**src/rtl/core/termcap_bell_escape_decoder_assert.svh**
```systemverilog
// ---------------------------------------------------------------------------
// Assertion macros for the termcap bell escape decoder
// Concurrent checks clocked on clk_i and disabled while rst_ni is low.
// ---------------------------------------------------------------------------
`ifndef TERMCAP_BELL_ESCAPE_DECODER_ASSERT_SVH
`define TERMCAP_BELL_ESCAPE_DECODER_ASSERT_SVH

`ifndef SYNTHESIS
`define TBED_ASSERT_NEVER(lbl, cond) \
  lbl: assert property (@(posedge clk_i) disable iff (!rst_ni) !(cond)) \
    else $error("assertion failed");
`define TBED_ASSERT_NEXT(lbl, ante, cons) \
  lbl: assert property (@(posedge clk_i) disable iff (!rst_ni) (ante) |=> (cons)) \
    else $error("assertion failed");
`define TBED_ASSERT_IMPL(lbl, ante, cons) \
  lbl: assert property (@(posedge clk_i) disable iff (!rst_ni) (ante) |-> (cons)) \
    else $error("assertion failed");
`else
`define TBED_ASSERT_NEVER(lbl, cond)
`define TBED_ASSERT_NEXT(lbl, ante, cons)
`define TBED_ASSERT_IMPL(lbl, ante, cons)
`endif

`endif

```
**src/rtl/core/tbed_pkg.sv**
```systemverilog
// ---------------------------------------------------------------------------
// tbed_pkg
// Types and constants shared by the bell escape decoder modules.
// ---------------------------------------------------------------------------
`default_nettype none

package tbed_pkg;

  localparam int unsigned CountW = 8;
  localparam logic [CountW-1:0] MaxFieldLen = 8'd255;

  localparam int unsigned QDepth = 4;
  localparam int unsigned QCntW  = $clog2(QDepth + 1);

  localparam logic [7:0] KeyV      = 8'h76;
  localparam logic [7:0] KeyB      = 8'h62;
  localparam logic [7:0] KeyEq     = 8'h3D;
  localparam logic [7:0] Caret     = 8'h5E;
  localparam logic [7:0] Backslash = 8'h5C;
  localparam logic [7:0] Colon     = 8'h3A;
  localparam logic [7:0] Digit0    = 8'h30;
  localparam logic [7:0] Digit9    = 8'h39;
  localparam logic [7:0] CaretBias = 8'h40;
  localparam logic [7:0] BelByte   = 8'h07;
  localparam logic [7:0] EscByte   = 8'h1B;
  localparam logic [7:0] CrByte    = 8'h0D;
  localparam logic [7:0] LfByte    = 8'h0A;
  localparam logic [7:0] BsByte    = 8'h08;
  localparam logic [7:0] FfByte    = 8'h0C;
  localparam logic [7:0] TabByte   = 8'h09;
  localparam logic [7:0] ChE       = 8'h45;
  localparam logic [7:0] ChR       = 8'h72;
  localparam logic [7:0] ChN       = 8'h6E;
  localparam logic [7:0] ChB       = 8'h62;
  localparam logic [7:0] ChF       = 8'h66;
  localparam logic [7:0] ChT       = 8'h74;

  typedef enum logic [1:0] {
    PhSearch,
    PhField,
    PhDone
  } phase_e;

  typedef enum logic [1:0] {
    EscNormal,
    EscCaret,
    EscBack,
    EscDigits
  } esc_e;

  typedef struct packed {
    logic [1:0] n;
    logic [7:0] b0;
    logic [7:0] b1;
  } res_t;

  typedef struct packed {
    phase_e phase;
    esc_e   esc;
  } stat_t;

endpackage

`default_nettype wire

```
**src/rtl/core/termcap_bell_escape_decoder.sv**
```systemverilog
// ---------------------------------------------------------------------------
// termcap_bell_escape_decoder
// Scans capability text for the visual bell field and emits its decoded bytes.
// ---------------------------------------------------------------------------
// Usage:
//   Slave stream: one text byte per beat in s_axis_tdata; s_axis_tuser high
//   marks end of text (a zero byte counts as end too). Master stream: one
//   decoded byte per beat in m_axis_tdata, m_axis_tlast high on the final
//   byte caused by an input beat.
//   Results are registered in the result queue before they reach the master
//   side. Throughput: one input beat per cycle while s_axis_tready is high;
//   an input beat gives zero, one or two output beats; the output side drains
//   one per cycle while m_axis_tready is high, through a four-entry result queue.
//   s_axis_tready is high while the queue holds two or fewer bytes; a
//   stalled receiver holds off the sender once three or four bytes wait,
//   and beats that give no byte pass until then.
//   Reset clears the scan state and empties the queue; no clearing pass.
//   End of text flushes a pending backslash or digit escape (drops a caret),
//   sends BEL if the field was empty or missing, and re-arms the next scan.
// ---------------------------------------------------------------------------
`default_nettype none

`include "termcap_bell_escape_decoder_assert.svh"

module termcap_bell_escape_decoder
  import tbed_pkg::*;
#(
  parameter logic [CountW-1:0] FieldLimit = MaxFieldLen
)
(
  input  wire logic       clk_i,
  input  wire logic       rst_ni,
  input  wire logic       s_axis_tvalid,
  output logic            s_axis_tready,
  input  wire logic [7:0] s_axis_tdata,  // [7:0] text_byte
  input  wire logic       s_axis_tuser,  // [0] action
  output logic            m_axis_tvalid,
  input  wire logic       m_axis_tready,
  output logic [7:0]      m_axis_tdata,  // [7:0] out_byte
  output logic            m_axis_tlast
);

  logic             take;
  res_t             res;
  stat_t            stat;
  logic [QCntW-1:0] qcount;

  assign take = s_axis_tvalid && s_axis_tready;

  tbed_decode #(
    .FieldLimit (FieldLimit)
  ) u_decode (
    .clk_i    (clk_i),
    .rst_ni   (rst_ni),
    .take_i   (take),
    .action_i (s_axis_tuser),
    .byte_i   (s_axis_tdata),
    .res_o    (res),
    .stat_o   (stat)
  );

  tbed_outq u_outq (
    .clk_i   (clk_i),
    .rst_ni  (rst_ni),
    .push_i  (take),
    .res_i   (res),
    .room_o  (s_axis_tready),
    .count_o (qcount),
    .valid_o (m_axis_tvalid),
    .ready_i (m_axis_tready),
    .byte_o  (m_axis_tdata),
    .last_o  (m_axis_tlast)
  );

  `TBED_ASSERT_NEVER(a_queue_bound, qcount > QCntW'(QDepth))
  `TBED_ASSERT_IMPL(a_esc_in_field, stat.esc != EscNormal, stat.phase == PhField)
  `TBED_ASSERT_NEXT(a_bell_on_missing, take && s_axis_tuser && stat.phase == PhSearch, m_axis_tvalid)
  `TBED_ASSERT_NEVER(a_no_results_when_done, take && stat.phase == PhDone && res.n != 2'd0)

endmodule

`default_nettype wire

```
**src/rtl/core/tbed_decode.sv**
```systemverilog
// ---------------------------------------------------------------------------
// tbed_decode
// Scan state and per-byte decode; yields up to two result bytes per beat.
// ---------------------------------------------------------------------------
`default_nettype none

module tbed_decode
  import tbed_pkg::*;
#(
  parameter logic [CountW-1:0] FieldLimit = MaxFieldLen
)
(
  input  wire logic       clk_i,
  input  wire logic       rst_ni,
  input  wire logic       take_i,
  input  wire logic       action_i,
  input  wire logic [7:0] byte_i,
  output res_t            res_o,
  output stat_t           stat_o
);

  phase_e            phase_q, phase_d;
  logic [1:0]        match_q, match_d;
  esc_e              esc_q, esc_d;
  logic [6:0]        acc_q, acc_d;
  logic [CountW-1:0] cnt_q, cnt_d;

  function automatic res_t put(res_t r, logic [7:0] b);
    res_t o;
    o = r;
    if (r.n == 2'd0) begin
      o.b0 = b;
      o.n  = 2'd1;
    end else if (r.n == 2'd1) begin
      o.b1 = b;
      o.n  = 2'd2;
    end
    return o;
  endfunction

  function automatic res_t finish(res_t r, esc_e e, logic [6:0] a, logic [CountW-1:0] c);
    res_t o;
    o = r;
    if (e == EscBack) o = put(o, 8'h00);
    else if (e == EscDigits) o = put(o, {1'b0, a});
    if (c == '0) o = put(o, BelByte);
    return o;
  endfunction

  logic       digit;
  logic [7:0] dval;
  logic [7:0] key;
  logic [1:0] p;
  logic       plain;
  res_t       res;

  always_comb begin
    phase_d = phase_q;
    match_d = match_q;
    esc_d   = esc_q;
    acc_d   = acc_q;
    cnt_d   = cnt_q;
    res     = '0;
    plain   = 1'b0;
    digit   = (byte_i >= Digit0) && (byte_i <= Digit9);
    dval    = byte_i - Digit0;
    p       = (match_q == 2'd3) ? 2'd0 : match_q;
    key     = (p == 2'd0) ? KeyV : ((p == 2'd1) ? KeyB : KeyEq);
    if (take_i) begin
      if (action_i || byte_i == 8'h00) begin
        if (phase_q == PhSearch) res = put(res, BelByte);
        else if (phase_q == PhField) res = finish(res, esc_q, acc_q, cnt_q);
        phase_d = PhSearch;
        match_d = 2'd0;
        esc_d   = EscNormal;
        acc_d   = '0;
        cnt_d   = '0;
      end else begin
        unique case (phase_q)
          PhSearch: begin
            if (byte_i == key) p = p + 2'd1;
            else p = (byte_i == KeyV) ? 2'd1 : 2'd0;
            if (p == 2'd3) begin
              phase_d = PhField;
              match_d = 2'd0;
            end else begin
              match_d = p;
            end
          end
          PhField: begin
            if (byte_i == Colon) begin
              res     = finish(res, esc_q, acc_q, cnt_q);
              esc_d   = EscNormal;
              acc_d   = '0;
              phase_d = PhDone;
            end else if (cnt_q < FieldLimit) begin
              cnt_d = cnt_q + 1'b1;
              unique case (esc_q)
                EscCaret: begin
                  res   = put(res, byte_i - CaretBias);
                  esc_d = EscNormal;
                end
                EscBack: begin
                  esc_d = EscNormal;
                  case (byte_i)
                    ChE:       res = put(res, EscByte);
                    ChR:       res = put(res, CrByte);
                    ChN:       res = put(res, LfByte);
                    ChB:       res = put(res, BsByte);
                    ChF:       res = put(res, FfByte);
                    ChT:       res = put(res, TabByte);
                    Backslash: res = put(res, Backslash);
                    default: begin
                      if (digit) begin
                        acc_d = dval[6:0];
                        esc_d = EscDigits;
                      end else begin
                        res   = put(res, 8'h00);
                        plain = 1'b1;
                      end
                    end
                  endcase
                end
                EscDigits: begin
                  if (digit) begin
                    acc_d = {acc_q[3:0], 3'b000} + dval[6:0];
                  end else begin
                    res   = put(res, {1'b0, acc_q});
                    acc_d = '0;
                    esc_d = EscNormal;
                    plain = 1'b1;
                  end
                end
                default: plain = 1'b1;
              endcase
            end
          end
          default: ;
        endcase
        if (plain) begin
          if (byte_i == Caret) esc_d = EscCaret;
          else if (byte_i == Backslash) esc_d = EscBack;
          else res = put(res, byte_i);
        end
      end
    end
  end

  always_ff @(posedge clk_i or negedge rst_ni) begin
    if (!rst_ni) begin
      phase_q <= PhSearch;
      match_q <= 2'd0;
      esc_q   <= EscNormal;
      acc_q   <= '0;
      cnt_q   <= '0;
    end else begin
      phase_q <= phase_d;
      match_q <= match_d;
      esc_q   <= esc_d;
      acc_q   <= acc_d;
      cnt_q   <= cnt_d;
    end
  end

  assign res_o  = res;
  assign stat_o = '{phase: phase_q, esc: esc_q};

endmodule

`default_nettype wire

```
**src/rtl/core/tbed_outq.sv**
```systemverilog
// ---------------------------------------------------------------------------
// tbed_outq
// Result queue: takes up to two bytes per beat, drains one per beat.
// ---------------------------------------------------------------------------
`default_nettype none

module tbed_outq
  import tbed_pkg::*;
(
  input  wire logic             clk_i,
  input  wire logic             rst_ni,
  input  wire logic             push_i,
  input  res_t                  res_i,
  output logic                  room_o,
  output logic [QCntW-1:0]      count_o,
  output logic                  valid_o,
  input  wire logic             ready_i,
  output logic [7:0]            byte_o,
  output logic                  last_o
);

  logic [8:0]       ent_q [QDepth];
  logic [8:0]       ent_d [QDepth];
  logic [QCntW-1:0] cnt_q, cnt_d;
  logic [QCntW-1:0] base;
  logic             pop;
  logic [1:0]       n;

  assign pop  = valid_o && ready_i;
  assign n    = push_i ? res_i.n : 2'd0;
  assign base = cnt_q - QCntW'(pop);

  always_comb begin
    for (int i = 0; i < QDepth; i++) begin
      if (pop && i < QDepth - 1) ent_d[i] = ent_q[(i + 1) % QDepth];
      else ent_d[i] = ent_q[i];
      if (n != 2'd0 && base == QCntW'(i)) ent_d[i] = {res_i.b0, n == 2'd1};
      if (n == 2'd2 && base + 1'b1 == QCntW'(i)) ent_d[i] = {res_i.b1, 1'b1};
    end
    cnt_d = base + QCntW'(n);
  end

  always_ff @(posedge clk_i or negedge rst_ni) begin
    if (!rst_ni) begin
      cnt_q <= '0;
    end else begin
      cnt_q <= cnt_d;
    end
  end

  always_ff @(posedge clk_i) begin
    for (int i = 0; i < QDepth; i++) begin
      ent_q[i] <= ent_d[i];
    end
  end

  assign room_o  = cnt_q <= QCntW'(QDepth - 2);
  assign count_o = cnt_q;
  assign valid_o = cnt_q != '0;
  assign byte_o  = ent_q[0][8:1];
  assign last_o  = ent_q[0][0];

endmodule

`default_nettype wire
```
**config.mk**
```make
export PLATFORM = sky130hd
export DESIGN_NAME = termcap_bell_escape_decoder
export DESIGN_NICKNAME = d
export VERILOG_FILES = /design/src/rtl/core/tbed_pkg.sv /design/src/rtl/core/termcap_bell_escape_decoder.sv /design/src/rtl/core/tbed_decode.sv /design/src/rtl/core/tbed_outq.sv
export VERILOG_INCLUDE_DIRS = /design/src /design/src/rtl/core
export SDC_FILE = /design/constraint.sdc
export NUM_CORES = 1
export LEC_CHECK = 0
export ABC_CLOCK_PERIOD_IN_PS = 6400
export BUFFER_PORTS_ARGS = -buffer_cell sky130_fd_sc_hd__buf_2
export CAP_MARGIN = 10
export CORE_ASPECT_RATIO = 0.75
export CORE_MARGIN = 2
export CORE_UTILIZATION = 53
export CTS_BUF_LIST = sky130_fd_sc_hd__clkbuf_4
export DETAILED_ROUTE_END_ITERATION = 10
export GPL_TIMING_DRIVEN = 0
export PLACE_DENSITY = 0.71
export SETUP_SLACK_MARGIN = 0.1
export SYNTH_ARGS = -nofsm -noshare
export SYNTH_HDL_FRONTEND = slang
export SYNTH_SLANG_ARGS = --single-unit
```
**constraint.sdc**
```tcl
create_clock -name clk_i -period 6.4 [get_ports clk_i]
set_clock_uncertainty 0.15 [all_clocks]
set_input_delay 1.28 -clock clk_i [delete_from_list [all_inputs] [get_ports clk_i]]
set_output_delay 1.28 -clock clk_i [all_outputs]
set_load 0.03 [all_outputs]
```
==> results of run 1 <==
how the worst min path moves through the flow:
| stage | start | end | slack (ns) | depth (start not counted) |
|---|---|---|---|---|
| CTS | u_decode.match_q[1] | u_decode.match_q[1] | 0.37 | 2 |
| finish | u_decode.match_q[1] | u_decode.match_q[1] | 0.38 | 2 |
| floorplan | u_decode.match_q[1] | u_decode.match_q[1] | 0.31 | 2 |
| global placement | u_decode.match_q[1] | u_decode.match_q[1] | 0.34 | 2 |
| global route | u_decode.match_q[1] | u_decode.match_q[1] | 0.40 | 2 |
| detailed placement | u_decode.match_q[1] | u_decode.match_q[1] | 0.35 | 2 |
routing by layer:
layer	vias up	part of all wire (%)	track usage, %
met5	-	0	0
met4	0	1.6	7.54
met3	24	13	12.7
met2	293	38	43.2
met1	2274	47	51.9
li1	2173	-	-
layout by cell type (no fill, tap or decap), types with 14 or more instances in the layout:
cell type	count
edfxtp_1	32
nand2_1	52
buf_2	36
a21oi_1	32
ha_1	22
dfrtp_1	24
nand3_1	23
clkbuf_1	15
a31oi_1	14
inv_1	24
nand4_1	15
a22oi_1	17
o21ai_0	52
nor2_1	40
through the flow:
step	setup WS, ns	cell area [um^2]	hold slack (ns)	utilization [%]	cells
after floorplan	1.56	4690	0.314	-	548
after global placement	0.507	4940	0.342	58.0	679
after detailed placement	0.432	4940	0.352	58.0	679
after CTS	0.820	5070	0.373	59.5	695
after global routing	0.411	5070	0.396	59.5	695
final	0.636	5070	0.382	59.5	695
area by class of cell:
| cell class | instances | area [um^2] |
|---|---|---|
| inverters | 25 | 93.8 |
| clock buffers | 11 | 82.6 |
| repair buffers | 23 | 115 |
| flip-flops and latches | 60 | 1640 |
| plain buffers | 29 | 129 |
| fillers | 768 | 3460 |
| well taps | 108 | 135 |
| clock inverters | 5 | 45.0 |
| multi-input cells | 434 | 2830 |
registers in the layout (all words and copies together), names as in the netlist:
signal,count
u_decode.phase_q,2
u_decode.cnt_q,8
u_outq.count_o,3
u_decode.match_q,2
u_decode.esc_q,2
u_decode.acc_q,7
u_outq.ent_q,36
worst max-delay path, stage by stage:
cell	delay [ns]
buf_2	0.16
inv_1	0.13
ha_1	0.20
nor2b_1	0.29
and4_1	0.29
buf_4	0.20
clkbuf_1	0.49
nand3_1	0.19
ha_1	0.32
nor4_1	0.66
nor2_1	0.15
o31ai_2	0.57
buf_2	0.35
o211ai_1	0.38
kinds of logic after synthesis:
logic type               count (synthesis)  share of synthesized area, %
AND/OR/NAND/NOR                        203                          23.0
XOR/XNOR                                10                          1.87
AO/OA/AOI/OAI                          188                          26.7
multiplexers                             9                          2.00
adder cells (fa/ha/maj)                 24                          6.72
flip-flops                              60                          35.0
buffers and inverters                   54                          4.75
power breakdown:
part | switching, mW | leakage, nW | internal (mW)
registers | 0.0498 | 0.660 | 0.507
clock network | 0.143 | 0.0737 | 0.123
logic | 0.363 | 1.23 | 0.169
==> flow_summary_export.csv, run 1 <==
group,metric,value,unit
setup_path,cp.arrival,5.67,ns
clock_network,cts-root-buf,"clkbuf_4",
logic_synthesis,syn_area,4690,um^2
timing,setup_viol,0,
pwr,leakagePower,1.96,nW
timing,hold_violations,0,
floorplanning,die_area,9630,um^2
layout,final_layout_size_suffix_gt1_share,11.9,%
global_routing,grt_overflow,0,
logic_synthesis,syn_inst,548,
min_path,worstHoldPathType,"flop to flop",
routing,dr_total_vias,4764,
clock_network,cts_tree,"yes",
clock_network,post_cts_buffers,0,
timing,period_minus_slack,5.76,ns
clock_network,clk_pin_slew_worst_paths,0.09,ns
clock_network,clock_path_buffers,2,
logic_synthesis,synth.top_cells.by_area,"edfxtp_1 (20%), dfrtp_1 (13%), ha_1 (5.9%)",
timing,max_freq,173,MHz
logic_synthesis,syn_area_per_cell,8.56,um^2
clock_network,numCtsBuffers,9,
floorplanning,num_rows,29,
setup_path,start_kind,"input port",
clock_network,htreeDepth,3,
logic_synthesis,synth_common_cells,"nand2_1 (52), o21ai_0 (52), nor2_1 (40), a21oi_1 (32), edfxtp_1 (32)",
place,routabilityCongestion,1.02,
logic_synthesis,ys_types,72,
logic_synthesis,ys_async_sr_fraction,40.0,%
logic_synthesis,synth_edf_count,32,
routing,drt-initial-drc-count,675,
setup_path,crit_end,"u_outq.ent_q[1][8]",
layout,nets,619,
setup_path,reg2regPathDepth,11,
floorplanning,start_util,55.0,%
logic_synthesis,synth_ff_type,"edfxtp_1",
timing,rsz0062_at_grt,"false",
routing,post-route-drc-count,0,
layout,syn_to_final_growth,8.05,%
clock_network,clk_latency,0.44,ns
logic_synthesis,netlist.area_leader.share,20.5,%
logic_synthesis,seq_area_frac_synth,35.0,%
routing,dr.pass1.iters,6,
place,dp_hpwl,11700,um
pwr,p_total,1.35,mW
logic_synthesis,syn_nets,585,
global_routing,grt_max_degree,25,
clock_network,postCtsHoldBufs,0,
timing,slew_violations,0,
layout,antenna_cells,0,
setup_path,crit_fanout,10,
timing,relSlewSlack,25.8,%
place,port_buffers,23,
clock_network,clock_sinks,60,
setup_path,critPathKind,"input port to flop",
global_routing,grt_pass1_wl,24300,um
setup_path,crit_required,6.30,ns
pwr,powerDensity,267,nW/um^2
floorplanning,die_x,113,um
routing,vias_per_cell,6.85,
status,status,"complete, no violations",
floorplanning,die_y,85.5,um
global_routing,grt_pass1_vias,4373,
setup_path,reg2reg_slack,1.34,ns
routing,finalWirelength,15500,um
logic_synthesis,ys_warn_count,0,
logic_synthesis,synth-seq-cells,60,
timing,finalSetupTns,0,ns
clock_network,post_cts_resized,0,
floorplanning,ios,24,
setup_path,reg2reg_to,"u_outq.ent_q[1][8]",
routing,postRouteAntennaNets,0,
routing,wire_per_inst,22.2,um
timing,tightest_slew,1.10,ns
setup_path,end_kind,"flop",
global_routing,grt.total_usage,33.3,%
flow_run,cap_violations,0,
global_routing,antenna_found_initial,0,
setup_path,critPathLaunch,"s_axis_tdata[6]",
pwr,vdd_ir_drop_max,0.242,mV
setup_path,timing.rr.start,"u_decode.cnt_q[5]",
floorplanning,core,8530,um^2
logic_synthesis,synth_top_area_cell,"edfxtp_1",
timing,finalCritPeriodShare,90.1,%
Power figures use the tool's default switching activity.
==> run 2, diff against run 1 <==
- ABC_CLOCK_PERIOD_IN_PS: 6400 -> 5350
- clock period: 6.4 -> 5.35 ns (I/O delays scaled with it)
==> flow_summary_export.csv, run 2 (synthesized netlist as in run 1, its figures left out) <==
group,metric,value,unit
place,dp_slack,-0.408,ns
timing,period_minus_slack,5.03,ns
setup_path,cp_cell_sequence,"buf_2 -> inv_1 -> ha_1 -> nor2b_1 -> and4_1 -> o31ai_2 -> a21oi_1 -> nand2b_1 -> ha_1 -> nor4_4 -> o31a_1 -> buf_2 -> nand4_1 -> buf_2 -> nand2_1",
place,port_buffers,23,
floorplanning,die_x,113,um
timing,finalCritPeriodShare,94.0,%
flow_run,cap_violations,0,
global_routing,grt_max_degree,25,
layout,top_regs,"u_outq.ent_q (36), u_decode.cnt_q (8), u_decode.acc_q (7)",
layout,syn_to_final_growth,8.85,%
min_path,worstHoldPathType,"flop to flop",
place,dp_hpwl,11700,um
routing,dr.pass1.iters,6,
layout,top_register,"u_outq.ent_q",
setup_path,critPathSlowestCell,"nor4_4",
routing,maxUsedRoutingLayer,"met4",
routing,dr_total_vias,4806,
timing,setup_viol,0,
timing,tightest_slew,1.04,ns
floorplanning,start_util,55.0,%
setup_path,start_kind,"input port",
routing,wire_per_inst,22.3,um
setup_path,cpMostUsedCell,"buf_2",
global_routing,grt_pass1_wl,24300,um
layout,final_cell_mix,"nand2_1 (52), o21ai_0 (52), nor2_1 (40)",
routing,wl_met2,6070,um
setup_path,end_kind,"flop",
routing,vias_per_cell,6.91,
floorplanning,die_y,85.5,um
global_routing,grt_pass1_vias,4373,
clock_network,numCtsBuffers,9,
layout,multi_input_area,2860,um^2
status,status,"complete, no violations",
timing,finalSetupTns,0,ns
clock_network,clock_sinks,60,
layout,final_layout_size_suffix_gt1_share,12.6,%
setup_path,slowest_delay,0.39,ns
layout,fin_util,59.9,%
layout,antenna_cells,0,
pwr,p_total,1.62,mW
routing,wirelength_met1,7250,um
routing,finalWirelength,15500,um
timing,slew_violations,0,
floorplanning,core,8530,um^2
clock_network,clk_latency,0.44,ns
timing,rsz0062_at_grt,"false",
setup_path,cp_top_family,"simple AND/OR/NAND/NOR gates",
setup_path,critPathKind,"input port to flop",
floorplanning,die_area,9630,um^2
setup_path,crit_fanout,10,
routing,dr_wl_met3,2010,um
floorplanning,num_rows,29,
floorplanning,ios,24,
pwr,powerDensity,318,nW/um^2
routing,post-route-drc-count,0,
layout,largest_register_ffs,36,
clock_network,clock_path_buffers,2,
layout,nets,620,
global_routing,antenna_found_initial,0,
timing,setup_ws,0.321,ns
setup_path,critPathBufInv,4,
pwr,vdd_ir_drop_max,0.290,mV
place,routabilityCongestion,1.02,
global_routing,grt.total_usage,33.3,%
pwr,leakagePower,1.97,nW
routing,drt-initial-drc-count,759,
clock_network,cts_tree,"yes",
setup_path,cp.arrival,4.98,ns
routing,postRouteAntennaNets,0,
timing,max_freq,199,MHz
setup_path,crit_required,5.30,ns
layout,seqCellArea,1640,um^2
timing,relSlewSlack,29.7,%
global_routing,grt_overflow,0,
clock_network,htreeDepth,3,
clock_network,cts-root-buf,"clkbuf_4",
timing,hold_violations,0,
clock_network,clk_pin_slew_worst_paths,0.10,ns
layout,fillerInstances,760,
-- run 2: worst min-delay path, stage by stage, from the launching register on --
cell     delay (ns)
dfrtp_1        0.39
nand2_1        0.06
nand2_1        0.05
-- run 2: area by class of cell --
| cell class | instances | share of cell area, % |
|---|---|---|
| multi-input combinational | 434 | 55.9 |
| sequential | 60 | 32.1 |
| timing repair buffer | 24 | 2.40 |
| tap | 108 | 2.65 |
| buffer | 29 | 2.55 |
| clock buffer | 11 | 1.62 |
| clock inverter | 5 | 0.882 |
| inverter | 25 | 1.84 |
-- run 2: worst paths after layout --
path | startpoint | endpoint | slack [ns] | cells after the start
setup / recovery | s_axis_tdata[4] | u_outq.ent_q[3][4] | 0.32 | 15
hold / removal | u_decode.match_q[1] | u_decode.match_q[1] | 0.38 | 2
setup reg to reg | u_decode.cnt_q[5] | u_outq.ent_q[3][4] | 0.65 | 12
hold reg to reg | u_decode.match_q[1] | u_decode.match_q[1] | 0.38 | 2
max in group asynchronous | rst_ni | u_decode.acc_q[2] | 4.16 | 1
min in group asynchronous | rst_ni | u_decode.acc_q[1] | 0.47 | 1
-- run 2: power by group --
| part | total, mW | leakage [nW] | switching [mW] | internal (mW) |
|---|---|---|---|---|
| Clock | 0.319 | 0.0737 | 0.171 | 0.147 |
| Sequential | 0.665 | 0.660 | 0.0591 | 0.606 |
| Combinational | 0.639 | 1.23 | 0.434 | 0.205 |
-- run 2: routing by layer --
| layer | up-vias | track usage (%) |
|---|---|---|
| met5 | - | 0 |
| met4 | 0 | 7.54 |
| met3 | 23 | 12.4 |
| met2 | 312 | 43.3 |
| met1 | 2294 | 52.0 |
| li1 | 2177 | - |
-- run 2: repair_timing --
item | CTS | global route
pin swaps | 0 | 1
setup buffers | 0 | 1
hold buffers | 0 | 0
setup endpoints to repair | 32 | 40
gates resized for setup | 1 | 5
-- run 2: through the flow --
step	instances	cell area (um^2)	hold WS, ns
final	696	5110	0.379
after global routing	696	5110	0.396
after CTS	695	5080	0.373
after detailed placement	679	4940	0.352
after global placement	679	4940	0.342
after floorplan	548	4690	0.314
